===== src/hw/rtl/ctc_pkg.sv =====
// Shared types and constants for the C token classifier.
// Holds beat formats, result kinds, queue sizing and the keyword/operator tables.
// No dependencies.
package ctc_pkg;

  localparam int MAX_TOKEN_LEN = 4095;
  localparam int LEN_W         = $clog2(MAX_TOKEN_LEN + 1);
  localparam int NUM_KW        = 16;
  localparam int NUM_OP        = 11;
  localparam int QDEPTH        = 4;
  localparam int QPTR_W        = $clog2(QDEPTH);
  localparam int QCNT_W        = $clog2(QDEPTH + 1);

  typedef enum logic [2:0] {
    KIND_KEYWORD  = 3'd0,
    KIND_INTEGER  = 3'd1,
    KIND_FLOAT    = 3'd2,
    KIND_OPERATOR = 3'd3,
    KIND_IDENT    = 3'd4,
    KIND_LINE_END = 3'd5,
    KIND_ERROR    = 3'd6
  } kind_t;

  typedef struct packed {
    logic [7:0] ch;
    logic       end_of_text;
  } in_item_t;

  typedef struct packed {
    kind_t kind;
    logic  last;
  } out_item_t;

  // one queue entry: a line end, or a token result with an optional line end
  typedef struct packed {
    logic  two;
    kind_t kind0;
  } ev_t;

  typedef struct packed {
    logic full;
    logic empty;
  } q_stat_t;

  localparam logic [63:0] KW_TEXT [NUM_KW] = '{
    "const", "int", "float", "double", "long", "static", "void", "char",
    "extern", "return", "break", "enum", "struct", "typedef", "union", "goto"
  };
  localparam logic [3:0] KW_LEN [NUM_KW] = '{
    4'd5, 4'd3, 4'd5, 4'd6, 4'd4, 4'd6, 4'd4, 4'd4,
    4'd6, 4'd6, 4'd5, 4'd4, 4'd6, 4'd7, 4'd5, 4'd4
  };

  localparam logic [15:0] OP_TEXT [NUM_OP] = '{
    "+", "-", "*", "/", "=", "==", "!=", ">=", "<=", ">", "<"
  };
  localparam logic [1:0] OP_LEN [NUM_OP] = '{
    2'd1, 2'd1, 2'd1, 2'd1, 2'd1, 2'd2, 2'd2, 2'd2, 2'd2, 2'd1, 2'd1
  };

endpackage


===== src/hw/rtl/ctc_front.sv =====
// Front end: accepts character beats, tracks the open token and classifies it.
// Pushes one queue entry per beat that yields results.
// Depends on ctc_pkg.
module ctc_front import ctc_pkg::*; (
  input  logic     clk,
  input  logic     rst_n,
  input  logic     in_valid,
  output logic     in_stall,
  input  in_item_t in_data,
  input  q_stat_t  q_stat,
  output logic     push,
  output ev_t      push_ev
);

  typedef struct packed {
    logic              in_tok;
    logic [NUM_KW-1:0] kw_hits;
    logic [NUM_OP-1:0] op_hits;
    logic [LEN_W-1:0]  len;
    logic [7:0]        first;
    logic [7:0]        second;
    logic [1:0]        dots;
    logic              all_num;
    logic              all_id;
  } tok_t;

  localparam tok_t TOK_CLEAR = '{
    in_tok: 1'b0, kw_hits: '1, op_hits: '1, len: '0, first: 8'd0,
    second: 8'd0, dots: 2'd0, all_num: 1'b1, all_id: 1'b1
  };

  function automatic logic is_digit(input logic [7:0] c);
    return (c >= "0") && (c <= "9");
  endfunction

  function automatic logic is_alpha_us(input logic [7:0] c);
    return ((c >= "a") && (c <= "z")) || ((c >= "A") && (c <= "Z")) || (c == "_");
  endfunction

  function automatic logic [7:0] kw_char(input logic [63:0] txt, input logic [3:0] len,
                                         input logic [2:0] pos);
    logic [63:0] al;
    logic [2:0]  pad;
    pad = 3'(4'd8 - len);
    al  = txt << {pad, 3'b000};
    return al[{3'd7 - pos, 3'b000} +: 8];
  endfunction

  function automatic logic [7:0] op_char(input logic [15:0] txt, input logic [1:0] len,
                                         input logic pos);
    logic [15:0] al;
    al = (len == 2'd1) ? {txt[7:0], 8'd0} : txt;
    return pos ? al[7:0] : al[15:8];
  endfunction

  function automatic kind_t classify(input tok_t t);
    kind_t k;
    k = KIND_ERROR;
    if (is_digit(t.first) || (t.first == ".")) begin
      if (!t.all_num) begin
        k = KIND_ERROR;
      end else if (t.dots == 2'd0) begin
        k = ((t.len != LEN_W'(1)) && (t.first == "0")) ? KIND_ERROR : KIND_INTEGER;
      end else if (t.dots == 2'd1) begin
        k = ((t.first == "0") && (t.second != ".")) ? KIND_ERROR : KIND_FLOAT;
      end else begin
        k = KIND_ERROR;
      end
    end else if (is_alpha_us(t.first)) begin
      k = t.all_id ? KIND_IDENT : KIND_ERROR;
    end
    for (int i = NUM_OP - 1; i >= 0; i--) begin
      if (t.op_hits[i] && (t.len == LEN_W'(OP_LEN[i]))) begin
        k = KIND_OPERATOR;
      end
    end
    for (int i = NUM_KW - 1; i >= 0; i--) begin
      if (t.kw_hits[i] && (t.len == LEN_W'(KW_LEN[i]))) begin
        k = KIND_KEYWORD;
      end
    end
    return k;
  endfunction

  tok_t   tok_r, tok_nxt, tok_a, tok_c;
  logic   failed_r, failed_nxt;
  logic   acc, is_semi, is_sp, is_abs, do_close;
  kind_t  k;
  logic [7:0] c;

  assign c        = in_data.ch;
  assign in_stall = q_stat.full;
  assign acc      = in_valid && !q_stat.full;
  assign is_semi  = (c == ";");
  assign is_sp    = (c == " ") || ((c >= 8'd9) && (c <= 8'd13));
  assign is_abs   = !is_semi && !is_sp;

  always_comb begin
    tok_a = tok_r;
    for (int i = 0; i < NUM_KW; i++) begin
      if ((tok_r.len >= LEN_W'(KW_LEN[i])) ||
          (kw_char(KW_TEXT[i], KW_LEN[i], tok_r.len[2:0]) != c)) begin
        tok_a.kw_hits[i] = 1'b0;
      end
    end
    for (int i = 0; i < NUM_OP; i++) begin
      if ((tok_r.len >= LEN_W'(OP_LEN[i])) ||
          (op_char(OP_TEXT[i], OP_LEN[i], tok_r.len[0]) != c)) begin
        tok_a.op_hits[i] = 1'b0;
      end
    end
    if (tok_r.len == '0) begin
      tok_a.first = c;
    end
    if (tok_r.len == LEN_W'(1)) begin
      tok_a.second = c;
    end
    if ((c == ".") && (tok_r.dots != 2'd2)) begin
      tok_a.dots = tok_r.dots + 2'd1;
    end
    if (!(is_digit(c) || (c == "."))) begin
      tok_a.all_num = 1'b0;
    end
    if (!(is_alpha_us(c) || is_digit(c))) begin
      tok_a.all_id = 1'b0;
    end
    if (tok_r.len != LEN_W'(MAX_TOKEN_LEN)) begin
      tok_a.len = tok_r.len + LEN_W'(1);
    end
    tok_a.in_tok = 1'b1;
  end

  always_comb begin
    tok_c    = is_abs ? tok_a : tok_r;
    k        = classify(tok_c);
    do_close = tok_c.in_tok && (is_semi || is_sp || in_data.end_of_text);
    if (do_close || in_data.end_of_text) begin
      tok_nxt = TOK_CLEAR;
    end else begin
      tok_nxt = tok_c;
    end
    failed_nxt    = do_close && (k == KIND_ERROR);
    push          = acc && !failed_r && (do_close || is_semi);
    push_ev.kind0 = do_close ? k : KIND_LINE_END;
    push_ev.two   = do_close && is_semi && (k != KIND_ERROR);
  end

  always_ff @(posedge clk) begin
    if (!rst_n) begin
      tok_r    <= TOK_CLEAR;
      failed_r <= 1'b0;
    end else if (acc && !failed_r) begin
      tok_r    <= tok_nxt;
      failed_r <= failed_nxt;
    end
  end

endmodule


===== src/hw/rtl/ctc_queue.sv =====
// Short queue of result entries between the front and back ends.
// Depends on ctc_pkg.
module ctc_queue import ctc_pkg::*; (
  input  logic    clk,
  input  logic    rst_n,
  input  logic    push,
  input  ev_t     push_ev,
  input  logic    pop,
  output ev_t     head,
  output q_stat_t q_stat
);

  ev_t               mem_r [QDEPTH];
  logic [QPTR_W-1:0] wr_r, rd_r;
  logic [QCNT_W-1:0] cnt_r;
  logic              do_push, do_pop;

  assign q_stat.full  = (cnt_r == QCNT_W'(QDEPTH));
  assign q_stat.empty = (cnt_r == '0);
  assign do_push      = push && !q_stat.full;
  assign do_pop       = pop && !q_stat.empty;
  assign head         = mem_r[rd_r];

  always_ff @(posedge clk) begin
    if (do_push) begin
      mem_r[wr_r] <= push_ev;
    end
  end

  always_ff @(posedge clk) begin
    if (!rst_n) begin
      wr_r  <= '0;
      rd_r  <= '0;
      cnt_r <= '0;
    end else begin
      if (do_push) begin
        wr_r <= (wr_r == QPTR_W'(QDEPTH - 1)) ? '0 : wr_r + QPTR_W'(1);
      end
      if (do_pop) begin
        rd_r <= (rd_r == QPTR_W'(QDEPTH - 1)) ? '0 : rd_r + QPTR_W'(1);
      end
      if (do_push && !do_pop) begin
        cnt_r <= cnt_r + QCNT_W'(1);
      end else if (do_pop && !do_push) begin
        cnt_r <= cnt_r - QCNT_W'(1);
      end
    end
  end

endmodule


===== src/hw/rtl/ctc_back.sv =====
// Back end: expands queue entries into result beats through an output register.
// Depends on ctc_pkg.
module ctc_back import ctc_pkg::*; (
  input  logic      clk,
  input  logic      rst_n,
  input  ev_t       head,
  input  q_stat_t   q_stat,
  output logic      pop,
  output logic      out_valid,
  input  logic      out_stall,
  output out_item_t out_data
);

  logic      out_valid_r, out_valid_nxt;
  out_item_t out_data_r, out_data_nxt;
  logic      half_r, half_nxt;
  logic      load;

  assign load      = (!out_valid_r || !out_stall) && !q_stat.empty;
  assign out_valid = out_valid_r;
  assign out_data  = out_data_r;

  always_comb begin
    pop           = 1'b0;
    half_nxt      = half_r;
    out_data_nxt  = out_data_r;
    out_valid_nxt = out_valid_r && out_stall;
    if (load) begin
      out_valid_nxt = 1'b1;
      if (half_r) begin
        out_data_nxt = '{kind: KIND_LINE_END, last: 1'b1};
        half_nxt     = 1'b0;
        pop          = 1'b1;
      end else if (head.two) begin
        out_data_nxt = '{kind: head.kind0, last: 1'b0};
        half_nxt     = 1'b1;
      end else begin
        out_data_nxt = '{kind: head.kind0, last: 1'b1};
        pop          = 1'b1;
      end
    end
  end

  always_ff @(posedge clk) begin
    out_data_r <= out_data_nxt;
    if (!rst_n) begin
      out_valid_r <= 1'b0;
      half_r      <= 1'b0;
    end else begin
      out_valid_r <= out_valid_nxt;
      half_r      <= half_nxt;
    end
  end

endmodule


===== src/hw/rtl/c_token_classifier_core.sv =====
// Top level of the C token classifier: front end, result queue, back end.
// Depends on ctc_pkg, ctc_front, ctc_queue, ctc_back.
//
//  channel | dir | handshake            | beat
//  in_     | in  | in_valid / in_stall  | in_item_t  {ch, end_of_text}
//  out_    | out | out_valid / out_stall| out_item_t {kind, last}
//
// One character beat is taken per cycle unless stalled; it is classified in that cycle.
// Registered results leave one per cycle if unstalled; ';' closing a valid token gives two.
// A four-entry queue parts the two sides, so in_stall rises only when that queue is full.
// Reset (rst_n low, synchronous) clears the token state, the error latch and the queue.
module c_token_classifier_core import ctc_pkg::*; (
  input  logic      clk,
  input  logic      rst_n,
  input  logic      in_valid,
  output logic      in_stall,
  input  in_item_t  in_data,
  output logic      out_valid,
  input  logic      out_stall,
  output out_item_t out_data
);

  logic    push, pop;
  ev_t     push_ev, head;
  q_stat_t q_stat;

  ctc_front u_front (
    .clk      (clk),
    .rst_n    (rst_n),
    .in_valid (in_valid),
    .in_stall (in_stall),
    .in_data  (in_data),
    .q_stat   (q_stat),
    .push     (push),
    .push_ev  (push_ev)
  );

  ctc_queue u_queue (
    .clk     (clk),
    .rst_n   (rst_n),
    .push    (push),
    .push_ev (push_ev),
    .pop     (pop),
    .head    (head),
    .q_stat  (q_stat)
  );

  ctc_back u_back (
    .clk       (clk),
    .rst_n     (rst_n),
    .head      (head),
    .q_stat    (q_stat),
    .pop       (pop),
    .out_valid (out_valid),
    .out_stall (out_stall),
    .out_data  (out_data)
  );

endmodule


===== config.mk =====
export PLATFORM = sky130hd
export DESIGN_NAME = c_token_classifier_core
export DESIGN_NICKNAME = d
export VERILOG_FILES = /design/src/hw/rtl/ctc_pkg.sv /design/src/hw/rtl/ctc_front.sv /design/src/hw/rtl/ctc_queue.sv /design/src/hw/rtl/ctc_back.sv /design/src/hw/rtl/c_token_classifier_core.sv
export SDC_FILE = /design/constraint.sdc
export NUM_CORES = 1
export LEC_CHECK = 0
export BUFFER_PORTS_ARGS = -buffer_cell sky130_fd_sc_hd__buf_2
export CAP_MARGIN = 20
export CORE_MARGIN = 8
export CORE_UTILIZATION = 25
export DETAILED_ROUTE_END_ITERATION = 6
export GPL_ROUTABILITY_DRIVEN = 0
export GPL_TIMING_DRIVEN = 0
export PLACE_DENSITY = 0.48
export SYNTH_ARGS = -nofsm -noshare
export SYNTH_HDL_FRONTEND = slang
export SYNTH_HIERARCHICAL = 1
export SYNTH_SLANG_ARGS = --single-unit

===== constraint.sdc =====
create_clock -name clk -period 3.5 [get_ports clk]
set_clock_uncertainty 0.15 [all_clocks]
set_input_delay 0.35 -clock clk [delete_from_list [all_inputs] [get_ports clk]]
set_output_delay 0.35 -clock clk [all_outputs]
set_load 0.01 [all_outputs]

# ---- Word level (Yosys, flattened, before mapping)
# Memory sizes are Yosys's and may differ from the RTL's. A register that Yosys moved wholly into a read port is not among the register bits.
# Cells that the tools add are included.
dict set report classes {
  n_addsub 7
  eq_ne 52
  n_lt_le_gt_ge 21
  n_shift 16
  n_mux 96
  n_reduce_logical 104
}
# cell n
set op_table {}
lappend op_table {{$shiftx 64x7->8 const A} 16}
lappend op_table {{$ne 8x8->1} 26}
lappend op_table {{$mux 60} 2}
lappend op_table {{$mux 3} 37}
lappend op_table {{$logic_and 1x1->1} 51}
lappend op_table {{$eq 12x3->1 const B} 4}
lappend op_table {{$ge 12x3->1 const B} 4}
lappend op_table {{$mux 6} 7}
lappend op_table {{$eq 8x6->1 const B} 5}
lappend op_table {{$logic_or 1x1->1} 40}
lappend op_table {{$mux 1} 39}
lappend op_table {{$ge 8x7->1 const B} 4}
lappend op_table {{$le 8x7->1 const B} 4}
lappend op_table {{$eq 12x1->1 const B} 2}
lappend op_table {{$eq 12x2->1 const B} 2}
lappend op_table {{$ge 12x2->1 const B} 2}
lappend op_table {{$eq 8x7->1 const B} 2}
lappend op_table {{$ge 8x6->1 const B} 2}
lappend op_table {{$le 8x6->1 const B} 2}
lappend op_table {{$mux 8} 2}
lappend op_table {{$mux 2} 7}
lappend op_table {{$add 12x1->12 const B} 1}
lappend op_table {{$ge 12x1->1 const B} 1}
lappend op_table {{$logic_not 12->1} 1}
lappend op_table {{21 further kinds} 33}
dict set report word_totals {
  memories 1
  output_inout_bits 6
  ram_bits 16
  register_bits 74
}
# memory words word_bits rd rd_ports_with_merged_regs wr line_no
set memory_table {}
lappend memory_table {u_queue.mem_r 4 4 1 1 1 ctc_queue.sv:13} ;# ev_t mem_r [QDEPTH];

# ---- Logic depth before layout (Yosys ltp)
# Gate-level depths: netlist of the first run.
dict set report depth {
  word_depth 43
  ltp_mapped 16
}

# ---- Modules after synthesis
# The synthesis of the first run kept the hierarchy.
# module area_per_inst_um2 n_inst cells_each
set by_module_without_submodules {}
lappend by_module_without_submodules {ctc_front 5819.3 1 799}
lappend by_module_without_submodules {ctc_queue 1051.0 1 71}
lappend by_module_without_submodules {ctc_back 247.7 1 17}

# ---- Worst setup path before layout of the first run
# OpenSTA, ideal clock, no wires.
dict set report synth_timing {
  path_kind {reg-to-reg}
  from {register u_front/tok_r[20] (netlist name)}
  to {memory u_queue/mem_r[0][3] (netlist name), data pin}
  path_slack_ns -0.107
  path_buffers 2
  arrival_ns 3.281
  required_ns 3.174
  synth_period_minus_slack_ns 3.607
  path_stages_with_launch 15
  path_cell_list {dfxtp_1 -> clkbuf_1 -> clkinv_1 -> ha_1 -> clkbuf_1 -> nor2b_1 -> a21oi_1 -> xnor2_1 -> nor4_1 -> o2111ai_1 -> a41oi_2 -> a22oi_2 -> a21boi_4 -> nor3_2 -> nor3b_2}
}
# item line_no
set synth_lines {}
lappend synth_lines {{start, declared} ctc_front.sv:85} ;# tok_t tok_r, tok_nxt, tok_a, tok_c;
lappend synth_lines {{start signal, assigned} ctc_front.sv:153} ;# tok_r <= tok_nxt;
lappend synth_lines {{end, declared} ctc_queue.sv:13}

==> out/qor.tcl, run 1 <==
set qor(postRouteWirelength_mm) 27.8
set qor(timing.critical_path.buf_inv) 2
set qor(yosys.cell_types.count) 95
set qor(max_clock_freq_mhz) 292
set qor(grt_pass1_vias) 7013
set qor(floorplan.io_pins) 19
set qor(fin_setup_tns_ns) 0
set qor(via_total_after_detailed_routing) 7377
set qor(rows) 61
set qor(worst_r2r_path_depth) 12
set qor(maxCapViolations) 0
set qor(topRoutingLayerUsed) {met4}
set qor(mostFrequentLayoutCell) {sky130_fd_sc_hd__nand2_1}
set qor(path_class) {register to register}
set qor(global_route.overflow_total) 0
set qor(numCtsBuffers) 9
set qor(grt_pass1_wl_mm) 41.9
set qor(multi_input_comb_area_mm2) 0.00499
set qor(crit-reg2reg-capture) {u_queue/mem_r[2][3]}
set qor(ant_nets) 0
set qor(critical_path_required_ns) 3.51
set qor(final_nets) 966
set qor(route.detailed.vias_per_inst) 5.60
set qor(timing.critical_path.slowest_cell_delay_ns) 0.59
set qor(route.detailed.wl_per_inst_um) 21.1
set qor(min_to) {u_back/out_valid}
set qor(area_taken_by_flip_flops_and_latches_mm2) 0.00205
set qor(reg2reg_setup_slack_ns) 0.07
set qor(initial_core_util_pct) 25.5
set qor(crit_path_end_kind) {register}
set qor(clock_latency_ns) 0.36
set qor(worst_ir_drop_vdd_v) 0.000248
set qor(buffer_ports.inserted) 16
set qor(timing.critical_path.arrival_ns) 3.44
set qor(horiz_die_dim_um) 185
set qor(commonest_cells_after_routing_fill_and_taps_aside) {79 x sky130_fd_sc_hd__nand2_1, 69 x sky130_fd_sc_hd__dfxtp_1, 59 x sky130_fd_sc_hd__o21ai_0}
set qor(drive_gt1_share_pct) 22.1
set qor(critical_path.cell_chain) {buf_2 -> or4_4 -> nor4_4 -> buf_4 -> nand2_1 -> nor4bb_2 -> nor2_1 -> a31oi_2 -> o21ai_2 -> a21boi_4 -> nor3_2 -> nor3b_2}
set qor(synthTopCellsByArea) {sky130_fd_sc_hd__dfxtp_1 20%, sky130_fd_sc_hd__edfxtp_1 8.4%, sky130_fd_sc_hd__nand2_1 4.3%, sky130_fd_sc_hd__o21ai_0 4.1%, sky130_fd_sc_hd__xnor2_1 3.3%}
set qor(cts_hold_repair.buffers) 0
set qor(startpoint_type) {register}
set qor(worstHoldStart) {out_stall}
set qor(syn-mean-instance-area_um2) 8.02
set qor(min-delay-path-class) {input port to register}
set qor(core_area_mm2) 0.0279
set qor(net_count_after_synthesis) 918
set qor(outcome) {complete, no violations}
set qor(synth.ff_latch_count) 92
set qor(synth_largest_type_area_fraction_pct) 20.2
set qor(final-instance-count-excl-fill) 1318
set qor(dr.pass1.iters) 6
set qor(floorplan.die_area_mm2) 0.0341
set qor(grt_antenna_before_repair) 0
set qor(power_density_mw_per_mm2) 397
set qor(cts_htree_levels) 3
set qor(cpMaxStageDelayCell) {sky130_fd_sc_hd__or4_4}
set qor(drc_errors) 0
set qor(critPathMaxFanout) 10
set qor(hold_ws_ns) 0.132
set qor(num_antenna_cells) 0
set qor(post_synth_inst_count) 887
set qor(startpoint_of_the_worst_slack_reg_to_reg_timing_path) {u_front/tok_r[24]}
set qor(met1Wirelength_mm) 12.4
set qor(timing_max_transition_violations_final) 0
set qor(tritoncts) {built}
set qor(report.final.setup_viol) 0
set qor(wl_met2_mm) 12.3
set qor(fillCellCount) 3055
set qor(cts.reportedPaths.clkPinSlew_ns) 0.08
set qor(clock-root-buffer) {sky130_fd_sc_hd__clkbuf_16}
set qor(hold_viol_final) 0
set qor(die_height_um) 185
set qor(synth_sequential_area_ratio_pct) 28.7
set qor(min_period_ns) 3.43
set qor(cts.path.max_buffers) 2
set qor(timing.hold.worst_path_depth) 3
set qor(globalRouteTotalUtil_pct) 15.9
set qor(layout_worst_path_cycle_share_pct) 97.9
set qor(maxSlewHeadroom_pct) 24.4
set qor(syn-cell-area_mm2) 0.00712
set qor(timing_worst_slew_pin_value_ns) 1.13
set qor(met3_length_mm) 2.29
set qor(async_reset_ff_share_pct) 0
set qor(tritoncts_num_sinks) 92
set qor(dp_hpwl_mm) 20.0
set qor(synth-main-ff-cell) {sky130_fd_sc_hd__dfxtp_1}
set qor(cellLeakagePower_nw) 2.98
set qor(area_growth_syn_to_layout_pct) 21.3
set qor(ys.warnings.count) 6
set qor(synth_enable_flop_cells) 20
set qor(placed_cells) 1282
set qor(initialDrtViolationCount) 847
set qor(grt_start_max_net_pins) 19
set qor(critical_path.top_delay_family) {simple AND/OR/NAND/NOR gates}
set qor(synth_area_leader_cell) {sky130_fd_sc_hd__dfxtp_1}
[sequential cells by signal (all words and copies together), names as in the netlist, named ones only]
signal,cells
u_back/half_r,1
u_queue/cnt_r,3
u_queue/wr_r,2
u_queue/mem_r,16
u_back/out_valid,1
u_back/out_data,4
u_front/tok_r,60
u_queue/rd_r,2
u_front/failed_r,1
[worst reg2reg max path, cell delays in order (launching register included)]
cell and delay (ns):
sky130_fd_sc_hd__dfxtp_1 0.32, sky130_fd_sc_hd__buf_2 0.19, sky130_fd_sc_hd__or4_4 0.60, sky130_fd_sc_hd__nor4_4 0.34, sky130_fd_sc_hd__buf_4 0.18, sky130_fd_sc_hd__nand2_1 0.06
sky130_fd_sc_hd__nor4bb_2 0.36, sky130_fd_sc_hd__nor2_1 0.11, sky130_fd_sc_hd__a31oi_2 0.27, sky130_fd_sc_hd__o21ai_2 0.10, sky130_fd_sc_hd__a21boi_4 0.20, sky130_fd_sc_hd__nor3_2 0.09
sky130_fd_sc_hd__nor3b_2 0.28
[stage by stage]
| stage | cell area (um^2) | power, mW | setup slack [ns] | util [%] |
|---|---|---|---|---|
| finish | 8630 | 3.43 | 0.0719 | 30.9 |
| global route | 8630 | 3.61 | -0.0311 | 30.9 |
| CTS | 8280 | 3.41 | 0.00151 | 29.6 |
| detailed placement | 7680 | 2.29 | -1.36 | 27.5 |
| global placement | 7670 | 2.28 | -1.41 | 27.5 |
| floorplan | 7120 | 1.99 | 0.0203 | - |
[logic make-up after synthesis]
| group | Yosys count | share of synthesized area (%) |
|---|---|---|
| simple gates | 382 | 30.3 |
| compound gates | 239 | 23.6 |
| buf+inv | 99 | 6.03 |
| fa+ha+maj | 18 | 3.27 |
| xor+xnor | 36 | 4.43 |
| mux | 21 | 3.71 |
| flops | 92 | 28.7 |
[layer usage]
layer | up-vias | GRT usage (%)
li1 | 3393 | -
met1 | 3550 | 21.4
met2 | 376 | 24.9
met3 | 58 | 2.99
met4 | 0 | 5.83
met5 | - | 0.592
[power by group]
group | switching, mW | internal [mW] | total, mW
Combinational | 0.611 | 0.400 | 1.01
Clock | 0.493 | 0.574 | 1.07
Sequential | 0.107 | 1.24 | 1.35
Total | 1.21 | 2.22 | 3.43
[worst max path at each step]
stage / start / endpoint / slack (ns) / cells past startpoint
6_report: u_front/tok_r[24] / u_queue/mem_r[2][3] / 0.07 / 12
5_1_grt: u_front/tok_r[24] / u_queue/mem_r[2][3] / -0.03 / 11
4_1_cts: u_front/tok_r[21] / u_queue/mem_r[3][2] / 0.002 / 13
2_1_floorplan: u_front/tok_r[21] / u_queue/mem_r[0][3] / 0.02 / 14
3_5_place_dp: u_front/tok_r[21] / u_queue/mem_r[0][1] / -1.36 / 14
3_3_place_gp: u_front/tok_r[21] / u_queue/mem_r[0][1] / -1.41 / 14
[area by class of cell]
type                            count  share of cell area (%)
Sequential cell                    92                    23.8
Timing Repair Buffer               45                    3.49
Tap cell                          378                    5.48
Multi-Input combinational cell    696                    57.8
Clock inverter                      7                    1.03
Inverter                           22                    1.15
Clock buffer                        9                    2.61
Buffer                             69                    4.64
[synth_stat cells, types with 7 or more instances]
library cell / instances
sky130_fd_sc_hd__a21oi_1: 40
sky130_fd_sc_hd__a22oi_1: 20
sky130_fd_sc_hd__a31oi_1: 10
sky130_fd_sc_hd__a32oi_1: 7
sky130_fd_sc_hd__and2_1: 13
sky130_fd_sc_hd__and3_1: 10
sky130_fd_sc_hd__buf_1: 9
sky130_fd_sc_hd__buf_2: 22
sky130_fd_sc_hd__clkbuf_1: 41
sky130_fd_sc_hd__dfxtp_1: 72
sky130_fd_sc_hd__edfxtp_1: 20
sky130_fd_sc_hd__ha_1: 17
sky130_fd_sc_hd__inv_1: 19
sky130_fd_sc_hd__mux2i_1: 14
sky130_fd_sc_hd__nand2_1: 81
sky130_fd_sc_hd__nand2b_1: 15
sky130_fd_sc_hd__nand3_1: 34
sky130_fd_sc_hd__nand4_1: 14
sky130_fd_sc_hd__nor2_1: 52
sky130_fd_sc_hd__nor2b_1: 36
sky130_fd_sc_hd__nor3_1: 35
sky130_fd_sc_hd__nor4_1: 23
sky130_fd_sc_hd__o21a_1: 8
sky130_fd_sc_hd__o21ai_0: 59
sky130_fd_sc_hd__o22ai_1: 9
sky130_fd_sc_hd__or3_1: 8
sky130_fd_sc_hd__xnor2_1: 27
sky130_fd_sc_hd__xor2_1: 9
[repair_timing]
| action | 4_1_cts | 5_1_grt |
|---|---|---|
| pin swaps | 8 | 20 |
| endpoints found under the setup margin | 50 | 18 |
| hold endpoints to repair | 0 | 0 |
| gates cloned | 0 | 0 |
| setup buffers | 5 | 23 |
| gates resized for setup | 68 | 49 |
Power figures use the tool's default switching activity.
==> run 2, diff against run 1 <==
Settings changed: CORE_ASPECT_RATIO set to 0.7.
==> out/qor.tcl, run 2 (same netlist as run 1, synthesis figures left out) <==
set qor(min_period_ns) 3.53 ;# was 3.43 ns
set qor(via_total_after_detailed_routing) 7522 ;# was 7377
set qor(cts.path.max_buffers) 2 ;# unchanged
set qor(route.detailed.wl_per_inst_um) 22.1 ;# was 21.1 um
set qor(clock_latency_ns) 0.37 ;# was 0.36 ns
set qor(cpMaxStageDelayCell) {sky130_fd_sc_hd__dfxtp_4} ;# was sky130_fd_sc_hd__or4_4
set qor(ant_nets) 0 ;# unchanged
set qor(cts_htree_levels) 3 ;# unchanged
set qor(die_height_um) 157 ;# was 185 um
set qor(grt_start_max_net_pins) 19 ;# unchanged
set qor(layout_worst_path_cycle_share_pct) 101 ;# was 97.9%
set qor(report.final.setup_viol) 12 ;# was 0
set qor(largest_register_ffs) 60 ;# unchanged
set qor(route.detailed.vias_per_inst) 5.71 ;# was 5.60
set qor(maxSlewHeadroom_pct) 41.2 ;# was 24.4%
set qor(reg_with_most_ffs) {u_front/tok_r} ;# unchanged
set qor(grt_pass1_wl_mm) 43.1 ;# was 41.9 mm
set qor(clock-root-buffer) {sky130_fd_sc_hd__clkbuf_16} ;# unchanged
set qor(timing_worst_slew_pin_value_ns) 0.878 ;# was 1.13 ns
set qor(totalPowerFinal_mw) 3.40 ;# was 3.43 mW
set qor(grt_antenna_before_repair) 0 ;# unchanged
set qor(dr.pass1.iters) 6 ;# unchanged
set qor(rsz0062_at_grt) {yes}
set qor(violations) {setup timing}
set qor(final-instance-count-excl-fill) 1318 ;# unchanged
set qor(globalRouteTotalUtil_pct) 16.4 ;# was 15.9%
set qor(startpoint_type) {register} ;# unchanged
set qor(placed_cells) 1274 ;# was 1282
set qor(fin_setup_tns_ns) -0.255 ;# was 0 ns
set qor(timing.critical_path.arrival_ns) 3.62 ;# was 3.44 ns
set qor(wl_met2_mm) 11.3 ;# was 12.3 mm
set qor(power_density_mw_per_mm2) 387 ;# was 397 mW/mm^2
set qor(area_taken_by_flip_flops_and_latches_mm2) 0.00205 ;# about the same
set qor(floorplan.die_area_mm2) 0.0342 ;# was 0.0341 mm^2
set qor(met1Wirelength_mm) 14.0 ;# was 12.4 mm
set qor(grt_pass1_vias) 6784 ;# was 7013
set qor(drc_errors) 0 ;# unchanged
set qor(timing.critical_path.slowest_cell_delay_ns) 0.39 ;# was 0.59 ns
set qor(critPathMaxFanout) 10 ;# unchanged
set qor(final_core_util_pct) 31.5 ;# was 30.9%
set qor(postRouteWirelength_mm) 29.1 ;# was 27.8 mm
set qor(dp_hpwl_mm) 21.2 ;# was 20.0 mm
set qor(horiz_die_dim_um) 218 ;# was 185 um
set qor(worst_ir_drop_vdd_v) 0.000256 ;# was 0.000248 V
set qor(hold_viol_final) 0 ;# unchanged
set qor(area_growth_syn_to_layout_pct) 23.6 ;# was 21.3%
set qor(timing_max_transition_violations_final) 0 ;# unchanged
set qor(met3_length_mm) 3.47 ;# was 2.29 mm
set qor(initial_core_util_pct) 25.5 ;# about the same
set qor(num_antenna_cells) 0 ;# unchanged
set qor(cts.reportedPaths.clkPinSlew_ns) 0.08 ;# about the same
set qor(commonest_cells_after_routing_fill_and_taps_aside) {79 x sky130_fd_sc_hd__nand2_1, 68 x sky130_fd_sc_hd__dfxtp_1, 59 x sky130_fd_sc_hd__o21ai_0} ;# was 79 x sky130_fd_sc_hd__nand2_1, 69 x sky130_fd_sc_hd__dfxtp_1, 59 x sky130_fd_sc_hd__o21ai_0
set qor(detailed_place.area_mm2) 0.00767 ;# was 0.00768 mm^2
set qor(tritoncts) {built} ;# unchanged
set qor(postLayoutCellArea_mm2) 0.00879 ;# was 0.00863 mm^2
set qor(timing.critical_path.from) {u_front/tok_r[21]} ;# was u_front/tok_r[24]
set qor(rows) 51 ;# was 61
set qor(buffer_ports.inserted) 16 ;# unchanged
set qor(multi_input_comb_area_mm2) 0.00511 ;# was 0.00499 mm^2
set qor(global_route.overflow_total) 0 ;# unchanged
set qor(pre_cts_setup_slack_ns) -1.62 ;# was -1.36 ns
set qor(cellLeakagePower_nw) 3.06 ;# was 2.98 nW
set qor(outcome) {finished, violations left} ;# was complete, no violations
set qor(tritoncts_num_sinks) 92 ;# unchanged
set qor(max_clock_freq_mhz) 283 ;# was 292 MHz
set qor(fillCellCount) 2947 ;# was 3055
set qor(core_area_mm2) 0.0279 ;# about the same
set qor(initialDrtViolationCount) 1122 ;# was 847
set qor(worst_r2r_path_depth) 16 ;# was 12
set qor(post-route-worst-setup-slack_ns) -0.0306 ;# was 0.0719 ns
set qor(worstHoldStart) {rst_n} ;# was out_stall
set qor(numCtsBuffers) 9 ;# unchanged
set qor(critical_path_required_ns) 3.59 ;# was 3.51 ns
set qor(drive_gt1_share_pct) 25.0 ;# was 22.1%
set qor(timing.hold.worst_path_depth) 3 ;# unchanged
set qor(topRoutingLayerUsed) {met4} ;# unchanged
set qor(mostFrequentLayoutCell) {sky130_fd_sc_hd__nand2_1} ;# unchanged
set qor(floorplan.io_pins) 19 ;# unchanged
set qor(crit_path_end_kind) {register} ;# unchanged
set qor(min-delay-path-class) {input port to register} ;# unchanged
set qor(path_class) {register to register} ;# unchanged
set qor(maxCapViolations) 0 ;# unchanged
set qor(startpoint_of_the_worst_slack_reg_to_reg_timing_path) {u_front/tok_r[21]} ;# was u_front/tok_r[24]
set qor(critical_path.cell_chain) {buf_8 -> clkinvlp_4 -> ha_4 -> buf_4 -> buf_6 -> xor2_1 -> a211oi_2 -> o2111ai_1 -> nor4_1 -> a21oi_1 -> mux2i_1 -> a22oi_2 -> a21boi_4 -> nor3_4 -> nor3b_2 -> buf_4} ;# was buf_2 -> or4_4 -> nor4_4 -> buf_4 -> nand2_1 -> nor4bb_2 -> nor2_1 -> a31oi_2 -> o21ai_2 -> a21boi_4 -> nor3_2 -> nor3b_2
set qor(cp_most_frequent_cell) {sky130_fd_sc_hd__buf_4}
set qor(hold_ws_ns) 0.140 ;# was 0.132 ns
set qor(final_nets) 973 ;# was 966
[run 2: path summary, 6_finish.rpt]
path | end | slack, ns
max | u_queue/mem_r[3][3] | -0.03
max reg2reg | u_queue/mem_r[3][3] | -0.03
min reg2reg | u_front/tok_r[39] | 0.31
min | u_back/half_r | 0.14
[run 2: cell type report]
cell class	count	area share (%)
Buffer	70	4.67
Clock buffer	9	2.56
Inverter	22	1.11
Multi-Input combinational cell	696	58.1
Timing Repair Buffer	51	4.25
Sequential cell	92	23.3
Tap cell	371	5.28
Clock inverter	7	0.711
[run 2: critical path, delay by kind of cell (launching register included)]
family / cells / cell delay (ns)
AOI/OAI and AO/OA: 5 / 0.95
buffers and inverters: 5 / 0.77
and+or+nand+nor: 3 / 0.59
DFF: 1 / 0.39
adders and majority gates: 1 / 0.20
xor gates and xnor gates: 1 / 0.18
muxes: 1 / 0.18
[run 2: layer usage]
metal,global-route usage [%],up-vias
met3,4.83,44
met1,25.4,3615
met4,3.66,0
li1,-,3408
met2,21.3,455
met5,0,-
[run 2: report_power, final]
group | leakage [nW] | total (mW) | switching (mW) | internal (mW)
Sequential | 0.768 | 1.36 | 0.113 | 1.24
Combinational | 2.15 | 1.07 | 0.652 | 0.418
Clock | 0.145 | 0.977 | 0.477 | 0.500
[run 2: what timing repair did]
action	in CTS	in global routing
pin swaps	18	25
endpoints found under the setup margin	50	18
buffers inserted	12	23
cloned	0	0
resized for setup	80	79
hold buffers	0	0
